<file path="src/hw/rtl/mlfq_pkg.sv">
// Package for the three-level feedback queue scheduler.
// Holds the controller state type, command codes, level codes and register codes; no dependencies.
`default_nettype none
package mlfq_pkg;
  typedef enum logic [2:0] {
    ST_IDLE,
    ST_READ,
    ST_EXEC,
    ST_OUT
  } state_t;

  localparam logic CMD_ARRIVE = 1'b0;
  localparam logic CMD_TICK   = 1'b1;

  localparam logic [1:0] LVL_ONE   = 2'd0;
  localparam logic [1:0] LVL_TWO   = 2'd1;
  localparam logic [1:0] LVL_THREE = 2'd2;

  localparam logic [1:0] REG_Q1 = 2'd0;
  localparam logic [1:0] REG_Q2 = 2'd1;
  localparam logic [1:0] REG_Q3 = 2'd2;
endpackage
`default_nettype wire

</file>
<file path="src/hw/rtl/multilevel_feedback_queue_scheduler.sv">
// Top level of the three-level feedback queue scheduler.
// Uses mlfq_pkg and two mlfq_ram instances (queue slots, task records).
//
//  channel | dir | fields (low bit up)
//  in_     | in  | tuser: command; tdata: task_id[3:0], burst_length
//  out_    | out | tuser: idle, finished; tdata: running_task, served_level, tick_time
//  cfg_    | in  | APB, quantum registers at 0x0, 0x4, 0x8
//
// A tick passes through accept, memory read, update and write back, and output.
// A tick on an empty level skips the update; an arrival is accepted and then written, with no output.
// The next input beat is accepted once the result register is free.
// Reset is synchronous; queue and task memories are not cleared, task_active is.
// A stalled out_ beat holds the block in the output state.
`default_nettype none
module multilevel_feedback_queue_scheduler #(
  parameter int MAX_TASKS  = 16,
  parameter int BURST_BITS = 16
) (
  input  wire logic                    clk,
  input  wire logic                    rst_n,
  input  wire logic                    in_tvalid,
  output logic                         in_tready,
  input  wire logic [BURST_BITS+4-1:0] in_tdata,  // task_id, burst_length
  input  wire logic                    in_tuser,  // command
  output logic                         out_tvalid,
  input  wire logic                    out_tready,
  output logic      [39:0]             out_tdata, // running_task, served_level, tick_time, pad
  output logic      [1:0]              out_tuser, // idle, finished
  input  wire logic                    cfg_psel,
  input  wire logic                    cfg_penable,
  input  wire logic                    cfg_pwrite,
  input  wire logic [3:0]              cfg_paddr,
  input  wire logic [31:0]             cfg_pwdata,
  output logic      [31:0]             cfg_prdata,
  output logic                         cfg_pready
);
  localparam int IW = $clog2(MAX_TASKS);
  localparam int SW = IW + 1;
  localparam int CW = $clog2(MAX_TASKS + 1);
  localparam int QD = 3 * MAX_TASKS;
  localparam int QAW = $clog2(QD);
  localparam int RW = BURST_BITS + 8;

  mlfq_pkg::state_t state_r, state_nxt;

  logic [7:0] q1_r, q2_r, q3_r;
  logic [IW-1:0] head_r [3];
  logic [CW-1:0] cnt_r [3];
  logic [MAX_TASKS-1:0] act_r;
  logic [1:0] cur_r;
  logic [31:0] tick_r;

  logic cmd_r;
  logic [3:0] tid_r;
  logic [BURST_BITS-1:0] burst_r;

  logic [3:0] o_task_r;
  logic [1:0] o_lvl_r;
  logic o_idle_r, o_fin_r;
  logic [31:0] o_time_r;

  logic q_we;
  logic [QAW-1:0] q_waddr, q_raddr;
  logic [IW-1:0] q_wdata, q_rdata;
  logic t_we;
  logic [IW-1:0] t_waddr, t_raddr;
  logic [RW-1:0] t_wdata, t_rdata;

  logic [1:0] lvl, nxt;
  logic [IW-1:0] id_read;

  assign cfg_pready = 1'b1;
  assign lvl = (cur_r == 2'd3) ? mlfq_pkg::LVL_ONE : cur_r;
  assign nxt = (lvl == mlfq_pkg::LVL_THREE) ? mlfq_pkg::LVL_ONE : lvl + 2'd1;
  assign id_read = q_rdata;

  function automatic logic [QAW-1:0] qaddr(input logic [1:0] l, input logic [IW-1:0] s);
    qaddr = QAW'(l * MAX_TASKS) + QAW'(s);
  endfunction

  function automatic logic [IW-1:0] slot_add(input logic [IW-1:0] h, input logic [CW-1:0] c);
    logic [SW-1:0] s;
    s = SW'(h) + SW'(c);
    if (32'(s) >= MAX_TASKS) s = s - SW'(MAX_TASKS);
    slot_add = s[IW-1:0];
  endfunction

  always_comb begin
    case (cfg_paddr[3:2])
      mlfq_pkg::REG_Q1: cfg_prdata = {24'd0, q1_r};
      mlfq_pkg::REG_Q2: cfg_prdata = {24'd0, q2_r};
      mlfq_pkg::REG_Q3: cfg_prdata = {24'd0, q3_r};
      default:          cfg_prdata = 32'd0;
    endcase
  end

  mlfq_ram #(.WIDTH(IW), .DEPTH(QD)) u_queue (
    .clk(clk), .we(q_we), .waddr(q_waddr), .wdata(q_wdata),
    .raddr(q_raddr), .rdata(q_rdata)
  );
  mlfq_ram #(.WIDTH(RW), .DEPTH(MAX_TASKS)) u_task (
    .clk(clk), .we(t_we), .waddr(t_waddr), .wdata(t_wdata),
    .raddr(t_raddr), .rdata(t_rdata)
  );

  // t_raddr follows the queue read of the previous cycle
  assign q_raddr = qaddr(lvl, head_r[lvl]);
  assign t_raddr = id_read;

  always_comb begin
    state_nxt = state_r;
    case (state_r)
      mlfq_pkg::ST_IDLE: if (in_tvalid) state_nxt = mlfq_pkg::ST_READ;
      mlfq_pkg::ST_READ: state_nxt = (cmd_r == mlfq_pkg::CMD_TICK && cnt_r[lvl] != '0)
                                   ? mlfq_pkg::ST_EXEC
                                   : (cmd_r == mlfq_pkg::CMD_TICK ? mlfq_pkg::ST_OUT
                                                                  : mlfq_pkg::ST_IDLE);
      mlfq_pkg::ST_EXEC: state_nxt = mlfq_pkg::ST_OUT;
      mlfq_pkg::ST_OUT:  if (out_tready) state_nxt = mlfq_pkg::ST_IDLE;
      default:           state_nxt = mlfq_pkg::ST_IDLE;
    endcase
  end

  assign in_tready  = (state_r == mlfq_pkg::ST_IDLE);
  assign out_tvalid = (state_r == mlfq_pkg::ST_OUT);
  assign out_tdata  = {2'b00, o_time_r, o_lvl_r, o_task_r};
  assign out_tuser  = {o_fin_r, o_idle_r};

  logic [BURST_BITS-1:0] rem;
  logic [7:0] used, used_inc, quant;
  logic arr_ok, fin, demote;

  assign rem      = t_rdata[BURST_BITS-1:0];
  assign used     = t_rdata[RW-1:BURST_BITS];
  assign used_inc = used + 8'd1;
  always_comb begin
    case (lvl)
      mlfq_pkg::LVL_ONE: quant = q1_r;
      mlfq_pkg::LVL_TWO: quant = q2_r;
      default:           quant = q3_r;
    endcase
    if (quant == 8'd0) quant = 8'd1;
  end
  assign fin    = (rem <= BURST_BITS'(1));
  assign demote = !fin && (used_inc >= quant);
  assign arr_ok = (32'(tid_r) < MAX_TASKS) && !act_r[IW'(tid_r)];

  always_comb begin
    q_we = 1'b0;
    q_waddr = qaddr(mlfq_pkg::LVL_ONE, slot_add(head_r[0], cnt_r[0]));
    q_wdata = IW'(tid_r);
    t_we = 1'b0;
    t_waddr = IW'(tid_r);
    t_wdata = {8'd0, burst_r};
    if (state_r == mlfq_pkg::ST_READ && cmd_r == mlfq_pkg::CMD_ARRIVE && arr_ok) begin
      q_we = (32'(cnt_r[0]) < MAX_TASKS);
      t_we = 1'b1;
    end else if (state_r == mlfq_pkg::ST_EXEC) begin
      t_we = 1'b1;
      t_waddr = id_read;
      t_wdata = fin ? '0 : {demote ? 8'd0 : used_inc, rem - BURST_BITS'(1)};
      q_we = demote && (32'(cnt_r[nxt]) < MAX_TASKS);
      q_waddr = qaddr(nxt, slot_add(head_r[nxt], cnt_r[nxt]));
      q_wdata = id_read;
    end
  end

  always_ff @(posedge clk) begin
    if (!rst_n) begin
      state_r <= mlfq_pkg::ST_IDLE;
      q1_r <= 8'd4;
      q2_r <= 8'd8;
      q3_r <= 8'd12;
      for (int i = 0; i < 3; i++) begin
        head_r[i] <= '0;
        cnt_r[i] <= '0;
      end
      act_r <= '0;
      cur_r <= mlfq_pkg::LVL_ONE;
      tick_r <= '0;
    end else begin
      state_r <= state_nxt;
      if (cfg_psel && cfg_penable && cfg_pwrite) begin
        case (cfg_paddr[3:2])
          mlfq_pkg::REG_Q1: q1_r <= cfg_pwdata[7:0];
          mlfq_pkg::REG_Q2: q2_r <= cfg_pwdata[7:0];
          mlfq_pkg::REG_Q3: q3_r <= cfg_pwdata[7:0];
          default: ;
        endcase
      end
      if (state_r == mlfq_pkg::ST_READ) begin
        if (cmd_r == mlfq_pkg::CMD_ARRIVE) begin
          if (arr_ok) begin
            act_r[IW'(tid_r)] <= 1'b1;
            if (32'(cnt_r[0]) < MAX_TASKS) cnt_r[0] <= cnt_r[0] + CW'(1);
            cur_r <= mlfq_pkg::LVL_ONE;
          end
        end else begin
          tick_r <= tick_r + 32'd1;
          o_time_r <= tick_r;
          o_lvl_r <= lvl;
          if (cnt_r[lvl] == '0) begin
            cur_r <= nxt;
            o_task_r <= 4'd0;
            o_idle_r <= 1'b1;
            o_fin_r <= 1'b0;
          end
        end
      end
      if (state_r == mlfq_pkg::ST_EXEC) begin
        o_task_r <= 4'(id_read);
        o_idle_r <= 1'b0;
        o_fin_r <= fin;
        if (fin) act_r[id_read] <= 1'b0;
        if (fin || demote) begin
          head_r[lvl] <= (32'(head_r[lvl]) == MAX_TASKS - 1) ? '0 : head_r[lvl] + IW'(1);
          cnt_r[lvl] <= cnt_r[lvl] - CW'(1);
        end
        if (demote && 32'(cnt_r[nxt]) < MAX_TASKS) cnt_r[nxt] <= cnt_r[nxt] + CW'(1);
        if (demote && lvl == mlfq_pkg::LVL_THREE) begin
          cur_r <= mlfq_pkg::LVL_ONE;
        end else if ((fin || demote) && cnt_r[lvl] == CW'(1)) begin
          cur_r <= nxt;
        end else begin
          cur_r <= lvl;
        end
      end
    end
  end

  always_ff @(posedge clk) begin
    if (in_tvalid && in_tready) begin
      cmd_r   <= in_tuser;
      tid_r   <= in_tdata[3:0];
      burst_r <= in_tdata[BURST_BITS+3:4];
    end
  end
endmodule
`default_nettype wire

</file>
<file path="src/hw/rtl/mlfq_ram.sv">
// Generic single-port-write, single-read synchronous RAM with registered read.
// No dependencies.
`default_nettype none
module mlfq_ram #(
  parameter int WIDTH = 8,
  parameter int DEPTH = 16
) (
  input  wire logic                     clk,
  input  wire logic                     we,
  input  wire logic [$clog2(DEPTH)-1:0] waddr,
  input  wire logic [WIDTH-1:0]         wdata,
  input  wire logic [$clog2(DEPTH)-1:0] raddr,
  output logic      [WIDTH-1:0]         rdata
);
  logic [WIDTH-1:0] mem [DEPTH];

  always_ff @(posedge clk) begin
    if (we) begin
      mem[waddr] <= wdata;
    end
    rdata <= mem[raddr];
  end
endmodule
`default_nettype wire
</file>
<file path="config.mk">
export PLATFORM = sky130hd
export DESIGN_NAME = multilevel_feedback_queue_scheduler
export DESIGN_NICKNAME = d
export VERILOG_FILES = /design/src/hw/rtl/mlfq_pkg.sv /design/src/hw/rtl/multilevel_feedback_queue_scheduler.sv /design/src/hw/rtl/mlfq_ram.sv
export SDC_FILE = /design/constraint.sdc
export NUM_CORES = 1
export LEC_CHECK = 0
export BUFFER_PORTS_ARGS = -buffer_cell sky130_fd_sc_hd__clkbuf_2
export CAP_MARGIN = 30
export CORE_MARGIN = 1
export CORE_UTILIZATION = 45
export DETAILED_ROUTE_END_ITERATION = 10
export PLACE_DENSITY = 0.67
export RECOVER_POWER = 100
export SYNTH_ARGS = -nofsm -noshare
export SYNTH_HDL_FRONTEND = slang
export SYNTH_SLANG_ARGS = --single-unit
export TNS_END_PERCENT = 50
</file>
<file path="constraint.sdc">
create_clock -name clk -period 9.4 [get_ports clk]
set_input_delay 0.94 -clock clk [delete_from_list [all_inputs] [get_ports clk]]
set_output_delay 0.94 -clock clk [all_outputs]
set_load 0.005 [all_outputs]
</file>
# [Yosys cells after proc, flatten, opt, wreduce, memory -nomap -nowiden]
# Memory sizes are Yosys's and may differ from the RTL's. A register that Yosys moved wholly into a read port is not among the register bits.
# Index checks and enable logic that the tools add are counted.
[word_totals] register_bits=138 ram_bits=603 inputBits=64 out_inout_bits=77 elab_cells=183 mem_count=4
[op_classes] add_sub_neg=14 n_lt_le_gt_ge=10 n_eq_ne=14 n_mux=86 bitwise_logic=5 n_reduce_logical=35
[memory_table] name="u_task.mem" depth=16 width=24 rd=1 rd_ports_with_merged_regs=1 wr=1 line="mlfq_ram.sv:15" rtl="logic [WIDTH-1:0] mem [DEPTH];"
[memory_table] name="u_queue.mem" depth=48 width=4 rd=1 rd_ports_with_merged_regs=1 wr=1 line="mlfq_ram.sv:15"
[memory_table] name="cnt_r" depth=3 width=5 rd=3 rd_ports_with_merged_regs=0 wr=3 line="multilevel_feedback_queue_scheduler.sv:48" rtl="logic [CW-1:0] cnt_r [3];"
[memory_table] name="head_r" depth=3 width=4 rd=3 rd_ports_with_merged_regs=0 wr=3 line="multilevel_feedback_queue_scheduler.sv:47" rtl="logic [IW-1:0] head_r [3];"
[op_table] op="$mux W16" n=6
[op_table] op="$mux W24" n=3
[op_table] op="$mux W4" n=12
[op_table] op="$mux W1" n=36
[op_table] op="$add A32 B1 Y32 const B" n=1
[op_table] op="$mux W2" n=14
[op_table] op="$pmux W8 S3" n=1
[op_table] op="$and A16 B16 Y16" n=1
[op_table] op="$le A16 B1 Y1 const B" n=1
[op_table] op="$mux W8" n=2
[op_table] op="$not A16 Y16" n=1
[op_table] op="$or A16 B16 Y16" n=1
[op_table] op="$pmux W8 S2" n=1
[op_table] op="$sub A16 B1 Y16 const B" n=1
[op_table] op="$mux W5" n=3
[op_table] op="$add A6 B4 Y6" n=2
[op_table] op="$logic_and A1 B1 Y1" n=12
[op_table] op="$mux W6" n=2
[op_table] op="$pmux W3 S4" n=1
[op_table] op="$add A4 B5 Y5" n=2
[op_table] op="$add A5 B1 Y5 const B" n=2
[op_table] op="$ge A5 B5 Y1 const B" n=2
[op_table] op="$lt A4 B5 Y1 const B" n=2
[op_table] op="$lt A5 B5 Y1 const B" n=2
[op_table] op="35 further kinds" n=53

# [Logic depth before layout (Yosys ltp)]
# Gate-level depths: netlist (run 1).
[logic_depth] word_depth=15 mapped_depth=18 ltp_nobuf=14

# [Hierarchy]
# From an unflattened synthesis (run 1), not the netlist that was laid out.
[hier_totals] cells_unflattened=1983 hier_area_um2=32535.0
[modules_own_cells] mod="mlfq_ram at u_task" n_inst=1 cells_each=636 area_each_um2=14930.6 seq_area_each_um2=12011.5
[modules_own_cells] mod="multilevel_feedback_queue_scheduler" n_inst=1 cells_each=916 area_each_um2=9744.3 seq_area_each_um2=4434.3
[modules_own_cells] mod="mlfq_ram at u_queue" n_inst=1 cells_each=431 area_each_um2=7860.0 seq_area_each_um2=5845.6

# [Worst setup path after synthesis (run 1)]
# Ideal clock, no wire load.
[synth_path] kind="register -> register" from="register tid_r[0]" to="memory u_queue.mem[0][1] (netlist bit), data pin" arrival_time_ns=3.502 required_ns=8.822 path_slack_ns=5.320 path_stages_with_launch=7 path_buffers=1 period_less_slack_ns=4.080 cell_sequence="edfxtp_1 -> buf_6 -> mux4_2 -> mux2i_1 -> a22o_1 -> nor2_1 -> o21ai_0"
[synth_between] elab_chain_cells=5
[synth_lines] element="start, declared" line="multilevel_feedback_queue_scheduler.sv:54" rtl="logic [3:0] tid_r;"
[synth_lines] element="start signal, assigned" line="multilevel_feedback_queue_scheduler.sv:234" rtl="tid_r <= in_tdata[3:0];"
[synth_lines] element="$bmux W1 S4" line="multilevel_feedback_queue_scheduler.sv:146" rtl="assign arr_ok = (32'(tid_r) < MAX_TASKS) && !act_r[IW'(tid_r)];"
[synth_lines] element="$mux W1 (not written as such)" line="multilevel_feedback_queue_scheduler.sv:146"
[synth_lines] element="$logic_not A1 Y1" line="multilevel_feedback_queue_scheduler.sv:146"
[synth_lines] element="$logic_and A1 B1 Y1" line="multilevel_feedback_queue_scheduler.sv:155" rtl="if (state_r == mlfq_pkg::ST_READ && cmd_r == mlfq_pkg::CMD_ARRIVE && arr_ok) begin"
[synth_lines] element="$mux W4" line="multilevel_feedback_queue_scheduler.sv:155"
[synth_lines] element="net q_wdata[1]" line="multilevel_feedback_queue_scheduler.sv:64" rtl="logic [IW-1:0] q_wdata, q_rdata;"
[synth_lines] element="end, declared" line="mlfq_ram.sv:15"
# The timed path passes the listed nets, and every way through them passes these cells. The select of a mux whose other input is x is not followed.

# [Worst setup path after layout (run 1)]
[layout_path] from="register tid_r[0]" to="memory u_task.mem[4][8] (netlist bit) (enable)"
[layout_between] elab_chain_cells=7 word_cells_on_any_way=9 classes_between="mux: 7; reduce/logical: 2"
[layout_lines] element="$bmux W1 S4" line="multilevel_feedback_queue_scheduler.sv:146"
[layout_lines] element="$mux W1 (not written as such)" line="multilevel_feedback_queue_scheduler.sv:146"
[layout_lines] element="$logic_not A1 Y1" line="multilevel_feedback_queue_scheduler.sv:146"
[layout_lines] element="$logic_and A1 B1 Y1" line="multilevel_feedback_queue_scheduler.sv:155"
[layout_lines] element="$mux W1" line="multilevel_feedback_queue_scheduler.sv:155"
[layout_lines] element="$mux W1" line="mlfq_ram.sv:18" rtl="if (we) begin"
[layout_lines] element="$mux W1 (not written as such)" line="mlfq_ram.sv:19" rtl="mem[waddr] <= wdata;"
[layout_lines] element="end, declared" line="mlfq_ram.sv:15"
# Several ways; a longest one is shown, not always the timed one. The select of a mux whose other input is x is not followed.

==> results.json, run 1 <==
{
  "dr.pass1.iters": 5,
  "clkTransAtPathRegs_ns": 0.06,
  "reg2regPathDepth": 7,
  "arrival_ns": 6.96,
  "cpMostUsedCell": "clkbuf_1",
  "synth-simple-area-share_pct": 7.42,
  "die_w_um": 272,
  "crit_path_max_fanout": 63,
  "fp.dieH_um": 272,
  "drtIter0Drc": 1696,
  "synth_top_family_by_area": "multiplexers",
  "synthMuxAreaShare_pct": 14.1,
  "cp_num_cells": 7,
  "setup_viol": 0,
  "cts_tree": "yes",
  "via_count": 18175,
  "clockRootBuffer": "clkbuf_16",
  "routed_wl_um": 74500,
  "post_cts_resized": 0,
  "cts_setup_buffers": 0,
  "crit_buf_inv": 2,
  "rows": 98,
  "fmax_ghz": 0.148,
  "slew_viol_final": 802,
  "clock_latency_ns": 0.64,
  "htreeDepth": 3,
  "synth.distinct_cells": 78,
  "whs_path_depth": 0,
  "yosysSeqAreaShare_pct": 68.0,
  "critical_path_class": "reg2reg",
  "fillers": 5899,
  "synth_compound_area_share_pct": 4.95,
  "grt.overflow.total": 0,
  "maxCapViolCount": 22,
  "drc_errors": 0,
  "cts_hold_buf": 0,
  "clock_sinks": 777,
  "seq_area_mm2": 0.0223,
  "avgRoutedWirePerCell_um": 23.8,
  "cp.required_ns": 9.60,
  "antenna_found_initial": 1,
  "syn_to_final_growth_pct": 12.0,
  "max_stage_delay_ns": 2.27,
  "busiest_layer": "met2",
  "dp_cells": 2976,
  "grt_max_degree": 88,
  "ys_async_sr_fraction_pct": 0,
  "cp-start-kind": "flip-flop",
  "ios": 141,
  "ys_ff_latch": 777,
  "worst_setup_path_end_kind": "flip-flop",
  "synth_xor_area_share_pct": 1.72,
  "hold_path.class": "reg2reg",
  "dieArea_mm2": 0.0740,
  "yosys_warnings": 0,
  "drive_gt1_share_pct": 17.7,
  "finClkSkew_ns": 0.0344,
  "rsz0062_at_grt": "false",
  "core_mm2": 0.0719,
  "cts_buffers": 81,
  "drt-vias-per-instance": 5.82,
  "crit_chain": "mux4_2 > mux2i_1 > a221o_2 > clkbuf_1 > mux2_1 > nor2_1 > clkbuf_1",
  "synth-edff-count": 673,
  "synth_area_mm2": 0.0328,
  "placement.io_buffers": 87,
  "min_period_ns": 6.76,
  "violations": "capacitance limit, slew limit",
  "worst_slew_pin_slew_ns": 3.59,
  "grt_use_met1_pct": 27.8,
  "place.gp.congestion": 0.837,
  "start_util_pct": 45.6,
  "stdcell_count": 3125,
  "post-route-period-util_pct": 71.9,
  "grtUsageMet2_pct": 33.2,
  "status": "complete, but fails checks",
  "postSynthCellCount": 1985,
  "synth_fa_ha_area_share_pct": 1.34,
  "cts_buffer_depth": 3,
  "peakVddDrop_mv": 0.156,
  "first_global_vias": 18405,
  "syn_area_per_cell_um2": 16.5,
  "final.setup.tns_ns": 0,
  "fin_nets": 2207,
  "multi_input_area_mm2": 0.00977,
  "ant_nets": 0,
  "p_per_area_mw_per_mm2": 259,
  "grtUsageTotal_pct": 20.3,
  "hold_viol": 0,
  "p_leak_nw": 11.8,
  "grt_pass1_wl_um": 113000,
  "synthFlopType": "edfxtp_1",
  "relSlewSlack_pct": -139,
  "dp_hpwl_um": 45400,
  "crit_path_top_delay_cell": "clkbuf_1",
  "crit_family": "buffers and inverters",
  "grtUsageMet3_pct": 3.71
}
==> cell usage in the layout (no fill, tap or decap), types with 14 or more instances in the layout <==
cell type    n
o221a_2     14
and3_1      15
nand2_1    110
nor2_1     113
nor3_1      21
clkinv_1    15
clkbuf_2    47
mux2i_1     98
nand2b_1    17
conb_1      27
xnor2_1     39
ha_1        32
and2_0      22
clkbuf_16   83
mux2_2      14
nand3_1     40
dfxtp_1    102
xor2_1      23
a21boi_0    14
o31ai_1     20
a21oi_1     33
nor2b_1     33
o21ai_0     25
clkbuf_1   101
o22ai_1     14
and2_1      16
inv_1       34
edfxtp_1   673
mux4_2     150
==> Yosys cell counts (all sizes together) (20+ instances only) <==
cell	instances	area share, %
nand3	40	0.61
xor2	23	0.61
clkbuf	42	0.48
mux2i	100	3.1
nor2b	33	0.63
a21oi	33	0.50
ha	32	1.2
dfxtp	104	6.3
nor4	20	0.62
mux2	20	0.69
mux4	150	10
buf	83	1.6
nand2	110	1.3
nor2	116	1.3
xnor2	39	1.0
and2	38	0.72
o21ai	26	0.40
nor3	24	0.43
edfxtp	673	62
inv	34	0.39
o31ai	21	0.50
==> per-stage QoR <==
step           setup slack (ns)  power, mW  hold WS [ns]  instance area [µm²]  utilization [%]
2_1_floorplan              5.32       5.78         0.408                32900                -
3_3_place_gp               4.76       6.34         0.442                34400             47.8
3_5_place_dp               4.65       6.39         0.447                34500             48.0
4_1_cts                    4.58       9.53         0.459                37100             51.7
5_1_grt                    2.17       9.87         0.461                36700             51.1
6_report                   2.64       9.49         0.458                36700             51.1
==> layout make-up <==
type	count	area share, %
diodes	1	0.00681
clock buffers	108	6.02
well taps	950	3.24
repair buffers	141	1.94
clock inverters	40	1.12
flip-flops and latches	777	60.7
multi-input cells	1074	26.6
inverters	34	0.348
==> flip-flops by register name, indices dropped and copies added, names as in the netlist <==
name / flops
tid_r: 4
o_time_r: 32
cur_r: 2
o_lvl_r: 2
u_queue.rdata: 4
q1_r: 8
burst_r: 16
act_r: 16
o_fin_r: 1
state_r: 2
u_task.rdata: 24
u_task.mem: 384
q3_r: 8
head_r: 16
o_idle_r: 1
q2_r: 8
cnt_r: 20
o_task_r: 4
cmd_r: 1
tick_r: 32
u_queue.mem: 192
==> layer usage <==
metal / wire length [µm] / vias up
li1: - / 8009
met1: 31300 / 9372
met2: 36400 / 683
met3: 5110 / 111
met4: 1680 / 0
met5: 0 / -
==> logic make-up (layout without fill, tap and decap cells) <==
| kind of cell | Yosys count | in the layout |
|---|---|---|
| adders and majority gates | 34 | 34 |
| and+or+nand+nor | 462 | 462 |
| DFF | 777 | 777 |
| buffers and inverters | 159 | 323 |
| other | 2 | 28 |
| AOI/OAI and AO/OA | 218 | 218 |
| xor gates and xnor gates | 63 | 63 |
| muxes | 270 | 270 |
==> power by group <==
part	switching, mW	leakage [nW]	internal (mW)
Combinational	1.15	3.68	0.999
Clock	1.30	1.27	1.85
Sequential	0.188	6.89	4.00
==> final timing paths <==
path,from,endpoint,slack [ns]
max,tid_r[0],u_task.mem[4][8],2.64
min,tick_r[22],o_time_r[22],0.46
max reg2reg,tid_r[0],u_task.mem[4][8],2.64
min reg2reg,tick_r[22],o_time_r[22],0.46
Power figures use the tool's default switching activity.
==> inputs of run 2 (changes only) <==
clock period = 6.5 ns   (was 9.4 ns; I/O delays follow)
==> results.json, run 2 (same netlist as run 1, synthesis figures left out) <==
{
  "clock_latency_ns": 0.63,
  "reg2reg_slack_ns": 1.20,
  "place_area_mm2": 0.0345,
  "hold_end": "tid_r[3]",
  "finalWorstSetupSlack_ns": 1.20,
  "start_util_pct": 45.6,
  "ios": 141,
  "avgRoutedWirePerCell_um": 23.9,
  "place.gp.congestion": 0.854,
  "setup_viol": 0,
  "cts_tree": "yes",
  "rr_startpoint": "tid_r[0]",
  "p_per_area_mw_per_mm2": 366,
  "crit_path_max_fanout": 48,
  "grt_max_degree": 88,
  "worst_slew_pin_slew_ns": 2.29,
  "clockRootBuffer": "clkbuf_16",
  "worst_setup_path_end_kind": "flip-flop",
  "clkTransAtPathRegs_ns": 0.06,
  "drc_errors": 0,
  "min_period_ns": 5.30,
  "fillers": 5878,
  "cp-start-kind": "flip-flop",
  "relSlewSlack_pct": -52.5,
  "cts_buffers": 78,
  "cp.required_ns": 6.60,
  "maxCapViolCount": 17,
  "drtIter0Drc": 1575,
  "slew_viol_final": 436,
  "grt_pass1_wl_um": 114000,
  "final_common_cell": "edfxtp_1",
  "top_register": "u_task.mem",
  "cts_setup_buffers": 0,
  "fp.dieH_um": 272,
  "core_mm2": 0.0719,
  "syn_to_final_growth_pct": 11.2,
  "antenna_found_initial": 0,
  "post_cts_resized": 0,
  "dp_hpwl_um": 46100,
  "whs_path_depth": 1,
  "die_w_um": 272,
  "fin_nets": 2206,
  "routed_wl_um": 74300,
  "drt-vias-per-instance": 5.80,
  "fmax_ghz": 0.189,
  "dr.pass1.iters": 7,
  "violations": "capacitance limit, slew limit",
  "hold_path.class": "in2reg",
  "placement.io_buffers": 87,
  "final_util_pct": 50.8,
  "rsz0062_at_grt": "false",
  "status": "complete, but fails checks",
  "arrival_ns": 5.41,
  "clock_sinks": 777,
  "cts_hold_buf": 0,
  "dieArea_mm2": 0.0740,
  "finClkSkew_ns": 0.0269,
  "htreeDepth": 3,
  "hold_viol": 0,
  "rows": 98,
  "critical_path_class": "reg2reg",
  "antennaDiodeCount": 0,
  "grt.overflow.total": 0,
  "via_count": 18060,
  "final_cell_mix": "673 x edfxtp_1, 150 x mux4_2, 112 x nor2_1, 109 x nand2_1, 101 x dfxtp_1",
  "post-route-period-util_pct": 81.6,
  "post-place-ws_ns": 1.85,
  "hp-start": "in_tdata[3]",
  "peakVddDrop_mv": 0.284,
  "first_global_vias": 18620,
  "p_leak_nw": 11.7,
  "r2r_end": "u_queue.mem[41][0]",
  "grtUsageTotal_pct": 20.5,
  "cts_buffer_depth": 3,
  "final.setup.tns_ns": 0,
  "largest_register_ffs": 384,
  "reg2regPathDepth": 7,
  "fin_area_mm2": 0.0365,
  "reg.largest.list": "u_task.mem: 384 flops, u_queue.mem: 192 flops",
  "ant_nets": 0,
  "drive_gt1_share_pct": 17.7
}
## run 2: cell types whose count changed in the layout (fill, tap and decap cells not counted), sizes merged
cell | before | now
clkbuf | 235 | 227
bufinv | 7 | 3
buf | 14 | 18
diode | 1 | 0
inv | 38 | 35
clkinv | 26 | 27
## run 2: metal layers
layer / vias to the layer above / global-route usage [%] / share of wire [%]
met1: 9325 / 27.8 / 42
met3: 137 / 3.69 / 6.5
met4: 0 / 6.48 / 2.6
met5: - / 0 / 0
met2: 601 / 33.5 / 49
li1: 7997 / - / -
## run 2: worst max-delay path by stage
stage,cells past startpoint,end,slack (ns),from
final,7,u_queue.mem[41][0],1.20,tid_r[0]
after global routing,7,u_queue.mem[9][0],0.77,tid_r[0]
after CTS,12,u_task.mem[0][18],1.82,cur_r[0]
after detailed placement,12,u_task.mem[14][23],1.85,cur_r[0]
after global placement,12,u_task.mem[14][23],1.84,cur_r[0]
after floorplan,6,u_queue.mem[0][1],2.42,tid_r[0]
## run 2: cell type report
cell class                      instances  area [µm²]  share of cell area (%)
Inverter                               34         128                   0.350
Multi-Input combinational cell       1074        9750                    26.7
Clock buffer                          102        2110                    5.79
Sequential cell                       777       22300                    61.1
Timing Repair Buffer                  143         708                    1.94
Clock inverter                         34         278                   0.762
Tap cell                              950        1190                    3.26
## run 2: report_power, final
group          internal (mW)  total [mW]  leakage [nW]  switching [mW]
combinational           1.37        3.06          3.68            1.70
clock                   2.41        4.23          1.16            1.82
sequential              5.79        6.04          6.89           0.253
## run 2: critical path: stages (launching register included)
cell and delay [ns]:
edfxtp_1 0.64, mux4_2 0.58, mux2i_1 0.30, a221o_1 0.94, buf_4 0.54, nand2_1 0.10
nand2_1 0.09, clkbuf_1 1.53
## run 2: metrics by stage
step           instances  hold WS (ns)  power (mW)
6_report            3114         0.198        13.3
5_1_grt             3114         0.188        13.9
4_1_cts             3114         0.172        13.5
3_5_place_dp        2978         0.454        9.27
3_3_place_gp        2973         0.440        9.19
2_1_floorplan       2010         0.408        8.35
==> inputs of run 3 (changes only) <==
PLACE_DENSITY = 0.7   (was 0.67)
clock period = 4.5 ns   (was 6.5 ns; I/O delays follow)
==> results.json, run 3 (same netlist as run 1, synthesis figures left out) <==
{
  "cts_buffers": 79,
  "die_w_um": 272,
  "crit_chain": "buf_4 > nand2b_1 > o21a_1 > nor2_4 > buf_4",
  "grtUsageMet3_pct": 3.02,
  "relSlewSlack_pct": -70.7,
  "busiest_layer": "met2",
  "antenna_found_initial": 0,
  "fin_nets": 2243,
  "stdcell_count": 3160,
  "dp_hpwl_um": 44800,
  "cts_hold_buf": 17,
  "core_mm2": 0.0719,
  "clock_sinks": 777,
  "hold_viol": 0,
  "grt_max_degree": 77,
  "avgRoutedWirePerCell_um": 23.4,
  "final_common_cell": "edfxtp_1",
  "routed_wl_um": 73800,
  "critical_path_class": "reg2reg",
  "ios": 141,
  "seq_area_mm2": 0.0223,
  "crit_buf_inv": 2,
  "holdWs_ns": 0.0879,
  "largest_register_ffs": 384,
  "fp.dieH_um": 272,
  "max_stage_delay_ns": 2.04,
  "crit_family": "flip-flops",
  "slew_viol_final": 183,
  "start_util_pct": 45.6,
  "reg.largest.list": "u_task.mem: 384 flops, u_queue.mem: 192 flops",
  "rsz0062_at_grt": "false",
  "antennaDiodeCount": 0,
  "cts_setup_buffers": 0,
  "finalWorstSetupSlack_ns": 0.218,
  "worst_setup_path_end_kind": "flip-flop",
  "first_global_vias": 18841,
  "min_period_ns": 4.28,
  "clockRootBuffer": "clkbuf_16",
  "rows": 98,
  "cp-start-kind": "flip-flop",
  "fin_area_mm2": 0.0371,
  "setup_viol": 0,
  "via_count": 18353,
  "fillers": 5826,
  "peakVddDrop_mv": 0.400,
  "grtUsageMet2_pct": 33.1,
  "placement.io_buffers": 87,
  "syn_to_final_growth_pct": 13.0,
  "crit_path_max_fanout": 45,
  "cpMostUsedCell": "buf_4",
  "hold_path.class": "in2reg",
  "final_util_pct": 51.6,
  "final_cell_mix": "673 x edfxtp_1, 150 x mux4_2, 110 x nand2_1, 109 x nor2_1, 102 x dfxtp_1",
  "cts_tree": "yes",
  "post-place-ws_ns": 0.323,
  "place.gp.congestion": 0.857,
  "crit_path_top_delay_cell": "dfxtp_1",
  "drc_errors": 0,
  "dp_cells": 2996,
  "post-route-period-util_pct": 95.2,
  "grt.overflow.total": 0,
  "maxCapViolCount": 5,
  "final.setup.tns_ns": 0,
  "status": "complete, but fails checks",
  "htreeDepth": 3,
  "grt_pass1_wl_um": 113000,
  "dieArea_mm2": 0.0740,
  "finClkSkew_ns": 0.0349,
  "multi_input_area_mm2": 0.00987,
  "top_register": "u_task.mem",
  "clock_latency_ns": 0.64,
  "violations": "capacitance limit, slew limit",
  "p_per_area_mw_per_mm2": 531,
  "dr.pass1.iters": 5,
  "p_leak_nw": 12.0,
  "fmax_ghz": 0.234,
  "arrival_ns": 4.62,
  "grt_use_met1_pct": 28.0,
  "ant_nets": 0,
  "drive_gt1_share_pct": 19.6,
  "clkTransAtPathRegs_ns": 0.06,
  "power_mw": 19.7,
  "place_area_mm2": 0.0346,
  "drt-vias-per-instance": 5.81,
  "drtIter0Drc": 1864,
  "cp.required_ns": 4.83,
  "grtUsageTotal_pct": 20.1,
  "cts_buffer_depth": 3,
  "worst_slew_pin_slew_ns": 2.56,
  "post_cts_resized": 0
}
-- run 3: layout make-up --
| type | count | area share (%) |
|---|---|---|
| clock inverter | 45 | 1.17 |
| multi-input combinational | 1074 | 26.6 |
| sequential | 777 | 60.2 |
| timing repair buffer | 179 | 2.76 |
| clock buffer | 101 | 5.72 |
| tap | 950 | 3.21 |
| inverter | 34 | 0.344 |
-- run 3: path summary, 6_finish.rpt --
kind | start | end | slack, ns | cells after the start
max | u_queue.rdata[1] | u_task.mem[9][11] | 0.22 | 5
min | cfg_pwdata[3] | q3_r[3] | 0.09 | 3
max reg2reg | u_queue.rdata[1] | u_task.mem[9][11] | 0.22 | 5
min reg2reg | tick_r[22] | o_time_r[22] | 0.45 | 0
-- run 3: routing by layer --
metal	part of all wire [%]	vias to the layer above
li1	-	8089
met1	43	9448
met2	49	694
met3	6.7	122
met4	2.1	0
met5	0	-
-- run 3: report_power, final --
part	total, mW	leakage, nW	internal [mW]	switching (mW)
Combinational	4.37	3.91	2.02	2.35
Clock	6.42	1.25	3.70	2.72
Sequential	8.87	6.89	8.35	0.516
-- run 3: worst min-delay path: cells and delay by family --
kind | cells | cell delay [ns]
mux | 1 | 0.07
buf+inv | 1 | 0.10
simple gates | 1 | 0.06
